==> src/rtl/bfds_pkg.sv <==
package bfds_pkg;

	localparam int WINDOW_BITS_DEF = 16;
	localparam int CNT_NUM         = 4;
	localparam int CFG_IDX_W       = 3;
	localparam int CFG_DATA_W      = 16;

	// operation codes
	localparam logic [1:0] OP_TICK = 2'd0;
	localparam logic [1:0] OP_VOLT = 2'd1;
	localparam logic [1:0] OP_TEMP = 2'd2;

	// register indexes
	localparam logic [CFG_IDX_W-1:0] REG_UNDER_VOLT = 3'd0;
	localparam logic [CFG_IDX_W-1:0] REG_OVER_VOLT  = 3'd1;
	localparam logic [CFG_IDX_W-1:0] REG_UNDER_TEMP = 3'd2;
	localparam logic [CFG_IDX_W-1:0] REG_OVER_TEMP  = 3'd3;
	localparam logic [CFG_IDX_W-1:0] REG_VOLT_WIN   = 3'd4;
	localparam logic [CFG_IDX_W-1:0] REG_TEMP_WIN   = 3'd5;
	localparam logic [CFG_IDX_W-1:0] REG_OPEN_WIN   = 3'd6;
	localparam logic [CFG_IDX_W-1:0] REG_COMM_WIN   = 3'd7;

	// debounce counter slots
	localparam int CNT_VOLT = 0;
	localparam int CNT_TEMP = 1;
	localparam int CNT_OPEN = 2;
	localparam int CNT_COMM = 3;

	// reset values: 2.8 V, 4.2 V, -20.0 C, 60.0 C
	localparam logic [12:0]        UNDER_VOLT_RST = 13'd2800;
	localparam logic [12:0]        OVER_VOLT_RST  = 13'd4200;
	localparam logic signed [11:0] UNDER_TEMP_RST = -12'sd200;
	localparam logic signed [11:0] OVER_TEMP_RST  = 12'sd600;
	localparam logic [15:0]        VOLT_WIN_RST   = 16'd500;
	localparam logic [15:0]        TEMP_WIN_RST   = 16'd1000;
	localparam logic [15:0]        OPEN_WIN_RST   = 16'd1000;
	localparam logic [15:0]        COMM_WIN_RST   = 16'd500;

	typedef struct packed {
		logic [1:0]        operation;
		logic              read_ok;
		logic [12:0]       min_cell_mv;
		logic [12:0]       max_cell_mv;
		logic signed [11:0] min_temp_dc;
		logic signed [11:0] max_temp_dc;
		logic              sensor_open;
		logic              current_ok;
	} bfds_in_t;

	typedef struct packed {
		logic bms_ok;
		logic fault_voltage;
		logic fault_temp;
		logic fault_sensor_open;
		logic fault_comm;
		logic fault_current;
		logic reinit_request;
	} bfds_out_t;

endpackage

==> src/rtl/battery_fault_debounce_supervisor.sv <==
// Battery health supervisor. Takes one word per cycle unless out_ready stalls it
// (tick, voltage report or temperature report) and returns one status word per
// input word, in order. Each word passes an input register and then a result
// register before its result is presented; with out_ready held high the block
// sustains one word every cycle, the limit being the single state update done
// between the two registers.
// Configuration writes are always accepted (cfg_ready is tied high) and must
// only be issued while the block is idle.
// Voltage, temperature, open sensor and comm faults are debounced over tick windows; all faults are non-latching.
module battery_fault_debounce_supervisor #(
	parameter int WINDOW_BITS = bfds_pkg::WINDOW_BITS_DEF
) (
	input  logic                                clk,
	input  logic                                arst_n,
	input  logic                                in_valid,
	output logic                                in_ready,
	input  bfds_pkg::bfds_in_t                  in_data,
	output logic                                out_valid,
	input  logic                                out_ready,
	output bfds_pkg::bfds_out_t                 out_data,
	input  logic                                cfg_valid,
	output logic                                cfg_ready,
	input  logic [bfds_pkg::CFG_IDX_W-1:0]      cfg_index,
	input  logic [bfds_pkg::CFG_DATA_W-1:0]     cfg_data
);
	import bfds_pkg::*;

	localparam int CMP_W = (WINDOW_BITS > 16) ? WINDOW_BITS : 16;
	localparam logic [WINDOW_BITS-1:0] CNT_MAX = {WINDOW_BITS{1'b1}};

	// configuration registers
	logic [12:0]        under_volt_q, over_volt_q;
	logic signed [11:0] under_temp_q, over_temp_q;
	logic [15:0]        win_q [CNT_NUM];

	// supervisor state
	logic                   voltage_cond_q, temp_cond_q, open_cond_q;
	logic                   last_voltage_ok_q, last_temp_ok_q;
	logic                   comm_lost_q;
	logic [15:0]            comm_lost_ticks_q;
	logic [WINDOW_BITS-1:0] cnt_q [CNT_NUM];

	// pipeline
	logic      valid_s1;
	bfds_in_t  data_s1;
	logic      out_valid_q;
	bfds_out_t out_q;
	logic      advance;

	// next state
	logic                   voltage_cond_n, temp_cond_n, open_cond_n;
	logic                   last_voltage_ok_n, last_temp_ok_n;
	logic                   comm_lost_n;
	logic [15:0]            comm_lost_ticks_n;
	logic [WINDOW_BITS-1:0] cnt_n [CNT_NUM];
	logic [CNT_NUM-1:0]     cond_old, cond_new, fault;
	logic                   reinit;
	logic                   is_tick;
	bfds_out_t              res;

	assign cfg_ready = 1'b1;
	assign advance   = !out_valid_q || out_ready;
	assign in_ready  = !valid_s1 || advance;
	assign out_valid = out_valid_q;
	assign out_data  = out_q;

	always_ff @(posedge clk or negedge arst_n) begin
		if (!arst_n) begin
			under_volt_q     <= UNDER_VOLT_RST;
			over_volt_q      <= OVER_VOLT_RST;
			under_temp_q     <= UNDER_TEMP_RST;
			over_temp_q      <= OVER_TEMP_RST;
			win_q[CNT_VOLT]  <= VOLT_WIN_RST;
			win_q[CNT_TEMP]  <= TEMP_WIN_RST;
			win_q[CNT_OPEN]  <= OPEN_WIN_RST;
			win_q[CNT_COMM]  <= COMM_WIN_RST;
		end else if (cfg_valid) begin
			case (cfg_index)
				REG_UNDER_VOLT: under_volt_q    <= cfg_data[12:0];
				REG_OVER_VOLT:  over_volt_q     <= cfg_data[12:0];
				REG_UNDER_TEMP: under_temp_q    <= $signed(cfg_data[11:0]);
				REG_OVER_TEMP:  over_temp_q     <= $signed(cfg_data[11:0]);
				REG_VOLT_WIN:   win_q[CNT_VOLT] <= cfg_data;
				REG_TEMP_WIN:   win_q[CNT_TEMP] <= cfg_data;
				REG_OPEN_WIN:   win_q[CNT_OPEN] <= cfg_data;
				REG_COMM_WIN:   win_q[CNT_COMM] <= cfg_data;
				default: ;
			endcase
		end
	end

	always_comb begin
		is_tick = (data_s1.operation == OP_TICK);

		cond_old[CNT_VOLT] = voltage_cond_q;
		cond_old[CNT_TEMP] = temp_cond_q;
		cond_old[CNT_OPEN] = open_cond_q;
		cond_old[CNT_COMM] = comm_lost_q && (comm_lost_ticks_q >= win_q[CNT_COMM]);

		for (int i = 0; i < CNT_NUM; i++) begin
			cnt_n[i] = cnt_q[i];
			if (is_tick && cond_old[i] && cnt_q[i] != CNT_MAX)
				cnt_n[i] = cnt_q[i] + 1'b1;
		end

		comm_lost_ticks_n = comm_lost_ticks_q;
		if (is_tick && comm_lost_q && comm_lost_ticks_q != 16'hFFFF)
			comm_lost_ticks_n = comm_lost_ticks_q + 16'd1;

		voltage_cond_n    = voltage_cond_q;
		temp_cond_n       = temp_cond_q;
		open_cond_n       = open_cond_q;
		last_voltage_ok_n = last_voltage_ok_q;
		last_temp_ok_n    = last_temp_ok_q;
		case (data_s1.operation)
			OP_VOLT: begin
				last_voltage_ok_n = data_s1.read_ok;
				if (data_s1.read_ok)
					voltage_cond_n = (data_s1.min_cell_mv < under_volt_q)
						|| (data_s1.max_cell_mv > over_volt_q);
			end
			OP_TEMP: begin
				last_temp_ok_n = data_s1.read_ok;
				if (data_s1.read_ok) begin
					temp_cond_n = ($signed(data_s1.min_temp_dc) < under_temp_q)
						|| ($signed(data_s1.max_temp_dc) > over_temp_q);
					open_cond_n = data_s1.sensor_open;
				end
			end
			default: ;
		endcase

		// read error episode: first word pulses reinit and restarts the timer
		reinit      = 1'b0;
		comm_lost_n = comm_lost_q;
		if (!last_voltage_ok_n || !last_temp_ok_n) begin
			if (!comm_lost_q) begin
				comm_lost_n       = 1'b1;
				comm_lost_ticks_n = '0;
				reinit            = 1'b1;
			end
		end else begin
			comm_lost_n       = 1'b0;
			comm_lost_ticks_n = '0;
		end

		cond_new[CNT_VOLT] = voltage_cond_n;
		cond_new[CNT_TEMP] = temp_cond_n;
		cond_new[CNT_OPEN] = open_cond_n;
		cond_new[CNT_COMM] = comm_lost_n && (comm_lost_ticks_n >= win_q[CNT_COMM]);

		for (int i = 0; i < CNT_NUM; i++) begin
			if (!cond_new[i])
				cnt_n[i] = '0;
			fault[i] = cond_new[i] && (CMP_W'(cnt_n[i]) >= CMP_W'(win_q[i]));
		end

		res.fault_voltage     = fault[CNT_VOLT];
		res.fault_temp        = fault[CNT_TEMP];
		res.fault_sensor_open = fault[CNT_OPEN];
		res.fault_comm        = fault[CNT_COMM];
		res.fault_current     = !data_s1.current_ok;
		res.reinit_request    = reinit;
		res.bms_ok            = !(|fault) && data_s1.current_ok;
	end

	always_ff @(posedge clk or negedge arst_n) begin
		if (!arst_n) begin
			valid_s1          <= 1'b0;
			out_valid_q       <= 1'b0;
			voltage_cond_q    <= 1'b0;
			temp_cond_q       <= 1'b0;
			open_cond_q       <= 1'b0;
			last_voltage_ok_q <= 1'b1;
			last_temp_ok_q    <= 1'b1;
			comm_lost_q       <= 1'b0;
			comm_lost_ticks_q <= '0;
			for (int i = 0; i < CNT_NUM; i++)
				cnt_q[i] <= '0;
		end else begin
			if (in_ready)
				valid_s1 <= in_valid;
			if (advance)
				out_valid_q <= valid_s1;
			if (advance && valid_s1) begin
				voltage_cond_q    <= voltage_cond_n;
				temp_cond_q       <= temp_cond_n;
				open_cond_q       <= open_cond_n;
				last_voltage_ok_q <= last_voltage_ok_n;
				last_temp_ok_q    <= last_temp_ok_n;
				comm_lost_q       <= comm_lost_n;
				comm_lost_ticks_q <= comm_lost_ticks_n;
				for (int i = 0; i < CNT_NUM; i++)
					cnt_q[i] <= cnt_n[i];
			end
		end
	end

	always_ff @(posedge clk) begin
		if (in_ready && in_valid)
			data_s1 <= in_data;
		if (advance && valid_s1)
			out_q <= res;
	end

	a_reinit_comm: assert property (@(posedge clk) disable iff (!arst_n)
		out_valid_q && out_q.reinit_request |-> comm_lost_q)
		else $error("reinit pulse without comm loss episode");

	a_fault_comm: assert property (@(posedge clk) disable iff (!arst_n)
		out_valid_q && out_q.fault_comm |-> comm_lost_q)
		else $error("comm fault while comm not lost");

	a_comm_ticks: assert property (@(posedge clk) disable iff (!arst_n)
		!comm_lost_q |-> comm_lost_ticks_q == '0)
		else $error("comm timer running outside an episode");

	a_volt_cnt: assert property (@(posedge clk) disable iff (!arst_n)
		!voltage_cond_q |-> cnt_q[CNT_VOLT] == '0)
		else $error("voltage debounce count without condition");

	a_open_cnt: assert property (@(posedge clk) disable iff (!arst_n)
		!open_cond_q |-> cnt_q[CNT_OPEN] == '0)
		else $error("open sensor debounce count without condition");

endmodule
==> config.mk <==
export PLATFORM = sky130hd
export DESIGN_NAME = battery_fault_debounce_supervisor
export DESIGN_NICKNAME = d
export VERILOG_FILES = /design/src/rtl/bfds_pkg.sv /design/src/rtl/battery_fault_debounce_supervisor.sv
export SDC_FILE = /design/constraint.sdc
export NUM_CORES = 1
export LEC_CHECK = 0
export BUFFER_PORTS_ARGS = -buffer_cell sky130_fd_sc_hd__buf_2
export CORE_MARGIN = 10
export CORE_UTILIZATION = 50
export CTS_CLUSTER_SIZE = 16
export DETAILED_ROUTE_END_ITERATION = 10
export HOLD_SLACK_MARGIN = 0.15
export PLACE_DENSITY = 0.72
export SKIP_LAST_GASP = 1
export SYNTH_ARGS = -nofsm -noshare
export SYNTH_HDL_FRONTEND = slang
export SYNTH_SLANG_ARGS = --single-unit
==> constraint.sdc <==
create_clock -name clk -period 5.7 [get_ports clk]
set_input_delay 1.14 -clock clk [delete_from_list [all_inputs] [get_ports clk]]
set_output_delay 1.14 -clock clk [all_outputs]
set_load 0.02 [all_outputs]
# Word-level counts from Yosys, hierarchy flattened
# Cells that the tools add are included.
# word_totals
output_inout_bits	10
register_bits	264
word_cells	127
# op_classes
addsub	5
n_reduce_logical	41
n_mux	21
magnitude_cmp	10
n_eq_ne	14
# op_table
operator	count
16-bit 2-to-1 mux	11
16-bit greater-or-equal comparator	6
16-bit by 1-bit adder with 16-bit output (second input constant)	5
16-bit != test (second input constant)	5
1-bit logical AND	19
2-bit AND reduction	8
13-bit > comparator	1
13-bit less-than comparator	1
3-bit == test (second input constant)	4
12-bit > comparator	1
12-bit less-than comparator	1
1-bit 2-to-1 mux	10
3-bit by 2-bit == test with 1-bit output (second input constant)	2
1-bit logical NOT	6
1-bit logical OR	5
4-bit OR reduction	1
3-bit by 1-bit == test with 1-bit output (second input constant)	1
3-bit logical NOT	1
2-bit by 1-bit == test with 1-bit output (second input constant)	1
2-bit == test (second input constant)	1
2-bit logical NOT	1

# Depth between registers and ports, before layout
# logic_depth
word_depth	14
depth_mapped	24
mapped_depth_nobuf	22

# Worst setup path before layout
# No wires, ideal clock.
# synth_timing
kind	register -> register
from	reg comm_lost_ticks_q[1]
to	reg out_q, in the netlist out_data[6] (data pin)
period_less_slack_ns	4.836
path_slack_ns	0.864
arrival_ns	4.660
path_buffers	2
setup_ns	0.176
required_time_ns	5.524
path_stages_with_launch	23
cell_sequence	dfrtp_1 -> ha_1 -> nand3_1 -> nor4_1 -> nor2_1 -> xnor2_1 -> nand3_1 -> ha_1 -> or3b_2 -> o2111ai_1 -> a31oi_1 -> o211ai_1 -> and2_0 -> buf_2 -> buf_1 -> nor2_1 -> ha_1 -> a21o_1 -> a21o_1 -> a21oi_1 -> or2_2 -> a31oi_1 -> nor4_1
# synth_lines
item	line_no	source
start: declaration	battery_fault_debounce_supervisor.sv:40	logic [15:0] comm_lost_ticks_q;
start signal: assignment	battery_fault_debounce_supervisor.sv:192	comm_lost_ticks_q <= comm_lost_ticks_n;
end signal: assignment	battery_fault_debounce_supervisor.sv:203	out_q <= res;
end: declaration	battery_fault_debounce_supervisor.sv:47	bfds_out_t out_q;

==> key figures <==
Timing
  • Fin worst setup slack: 0.533 ns
  • Fin Setup TNS: 0 ns
  • Fin Clk Skew: 0.0194 ns
  • Actual slew at the worst max-slew pin: 1.13 ns
  • Max-slew headroom: 24.8%
  • Fin. max-slew vios: 0
  • Endpoints failing setup: 0
  • Final hold violations: 0
  • Fmax: 194 MHz
  • Min cycle time layout: 5.17 ns
  • RSZ-0062 raised after global routing: false
  • Ratio of final minimum period to clock period: 90.7%

Pwr
  • Pwr Total: 5680 uW
  • Worst VDD drop: 0.000254 V
  • Leak: 0.00779 uW
  • PD cells: 324 nW/um^2

Status
  • Status: completed

Layout
  • Area Overhead vs Synth: 12.6%
  • # fillers: 2,603
  • Layout cells sized above 1: 18.4%
  • Final cell utilization of the core: 57.2%
  • Fin area: 17,500 um^2
  • Reg area: 6980 um^2
  • Multi-input logic area: 7890 um^2
  • NumNets Final: 1,890

Global routing
  • First-pass GRT wire length: 62,900 um
  • Overflow after GRT: 0
  • Gr usage total: 19.7%
  • Initial antenna violation count: 2
  • Vias in the first global route: 12.2k
  • Maximum number of pins on one net before global-route repair: 112

CTS
  • H-tree Lvls: 1
  • Worst-path clk slew: 0.07 ns
  • Hold_buf cts: 0
  • CTS max path bufs: 3
  • Clk_lat worst skew: 0.56 ns
  • Clock Sinks: 264
  • Clk root buf: clkbuf_16
  • CTS tree: yes
  • Post-CTS Resized: 0
  • Inserted Clock Buffers: 30
  • Postcts setup bufs: 0

Floorplanning
  • Chip height: 196 um
  • I/O pin count: 89
  • Initial core utilization: 50.8%
  • Chip Width: 196 um
  • Std-Cell Rows: 64
  • Core footprint: 30,700 um^2
  • Die area: 38,600 um^2

Placed design
  • Post-DP HPWL: 27,000 um
  • Routability cong.: 0.903
  • Placement Cell Area: 16,500 um^2
  • Port buffer count: 87
  • Pre-CTS WS: 0.462 ns

Worst setup path
  • CP cell instances: nand4_1, nor4_1, buf_4, nor2_1, xnor2_1, nand3_1, ha_1, or3b_2, o2111ai_1, a31oi_1, o211ai_1, and2_0, buf_4, nor2_1, ha_1, a211oi_1, nand2_1, o221ai_1, a31oi_1, nor4_1
  • Worst setup EP type: flop
  • Critical Path Start Type: flop
  • CP max stage delay: 0.61 ns
  • Worst EP required: 6.08 ns
  • Worst-path fanout max: 14
  • Crit path kind: flop to flop
  • WP data arrival: 5.55 ns
  • Crit path buffers/inverters: 2
  • Critical path's top delay family: simple AND/OR/NAND/NOR gates
  • Critical Path Slowest Stage Cell: and2_0

Synthesis
  • Top cell type's share of synthesized area: 24.9%
  • Syn Nets: 1,810
  • Avg Inst Size Synth: 9.85 um^2
  • Leading post-synthesis cells by cell area: dfrtp_1 25%, ha_1 12%, edfxtp_1 12%
  • Post-synthesis cell type count: 76
  • Post-Synth XOR/XNOR Area: 3.49%
  • Mux contribution to synthesized area: 4.96%
  • Largest family of logic cells by synthesized area: simple AND/OR/NAND/NOR gates
  • Post-synthesis adder-cell area fraction: 12.0%
  • Post-synth EDFFs: 62
  • FFs w/ async S/R, synth: 76.5%
  • Post-synthesis compound-gate area fraction: 14.6%
  • Post-Syn Area: 15,600 um^2
  • Sequential area share after synthesis: 44.8%
  • Ys Warns: 0
  • Synth cell count leaders: 155 x dfrtp_1, 155 x nand2_1, 149 x ha_1, 130 x inv_1, 130 x o21ai_0
  • Synth Flop Type: dfrtp_1
  • Post-Synth Simple-Gate Area: 15.3%
  • Syn Inst Count: 1,582
  • Cell taking the most area after synthesis: dfrtp_1
  • Number of synthesized register bits: 264

Routing
  • 1st-iter DRT viols: 976
  • DRC viols: 0
  • Number of vias in the routed layout: 12.2k
  • Routed WL per cell: 18.4 um
  • Antenna Nets Post-Route: 0
  • Post-DR vias/cell: 5.85
  • Drt total wl: 38,300 um
  • TritonRoute pass-1 iters: 5

Job
  • MaxCap Viol Count: 0

Hold path
  • Hold Crit Class: flop to flop
[flip-flops by register name, indices dropped and copies added (netlist names), 7 cells and up]
register	count
cnt_q	64
win_q	64
data_s1	55
comm_lost_ticks_q	16
over_volt_q	13
under_volt_q	13
over_temp_q	12
under_temp_q	12
out_data	7
[report_power, final]
part / internal [uW] / switching [uW]
sequential: 2280 / 205
clock: 1160 / 809
combinational: 499 / 731
total: 3940 / 1750
[kinds of logic after synthesis]
kind of cell               count (synthesis)
AOI/OAI and AO/OA                        366
xor gates and xnor gates                  62
buffers and inverters                    195
muxes                                     69
DFF                                      264
other                                      1
adders and majority gates                149
and+or+nand+nor                          476
[worst paths after layout]
check	to	slack, ns	startpoint	cells after the start
worst max-delay path	out_data[6]$_DFFE_PP_	0.53	comm_lost_ticks_q[3]$_DFFE_PN0P_	20
worst min-delay path	over_temp_q[5]$_DFFE_PN0P_	0.50	over_temp_q[5]$_DFFE_PN0P_	1
worst max register to register	out_data[6]$_DFFE_PP_	0.53	comm_lost_ticks_q[3]$_DFFE_PN0P_	20
worst min register to register	over_temp_q[5]$_DFFE_PN0P_	0.50	over_temp_q[5]$_DFFE_PN0P_	1
max in group asynchronous	under_volt_q[9]$_DFFE_PN1P_	3.94	arst_n	2
min in group asynchronous	cnt_q[28]$_DFFE_PN0P_	0.73	arst_n	1
[layout make-up]
type	instances	area share (%)
diodes	1	0.0143
clock buffers	40	5.15
clock inverters	16	0.721
inverters	130	2.78
multi-input cells	1123	45.0
flip-flops and latches	264	39.8
well taps	396	2.83
repair buffers	113	3.72
[cells in the final DEF, fill, tap and decap left out, drive strengths merged, types with 62 or more instances in the layout]
cell type,synthesis,layout
buf,14,112
o21ai,132,132
edfxtp,62,62
mux2,66,66
ha,149,149
dfrtp,155,155
a21oi,96,96
inv,130,132
nand2,155,155
nor2,89,89
[through the flow]
stage,hold slack (ns),std cells
finish,0.503,2083
global route,0.516,2082
CTS,0.507,2082
detailed placement,0.490,2026
global placement,0.487,2026
floorplan,0.457,1582
[worst register-to-register path: cells and delay by family (launching register included)]
family          cells  cell delay (ns)
flops               1             0.52
compound gates      6             1.00
simple gates        9             2.26
fa+ha+maj           2             0.57
buf+inv             2             0.49
xor+xnor            1             0.17
[per-layer routing]
metal / routed length (um) / track usage [%] / up-vias
li1: - / - / 5842
met1: 17300 / 26.9 / 5908
met2: 17600 / 31.5 / 367
met3: 2540 / 3.70 / 73
met4: 835 / 5.49 / 2
met5: 13 / 0 / -
(Power assumes the default switching activity.)
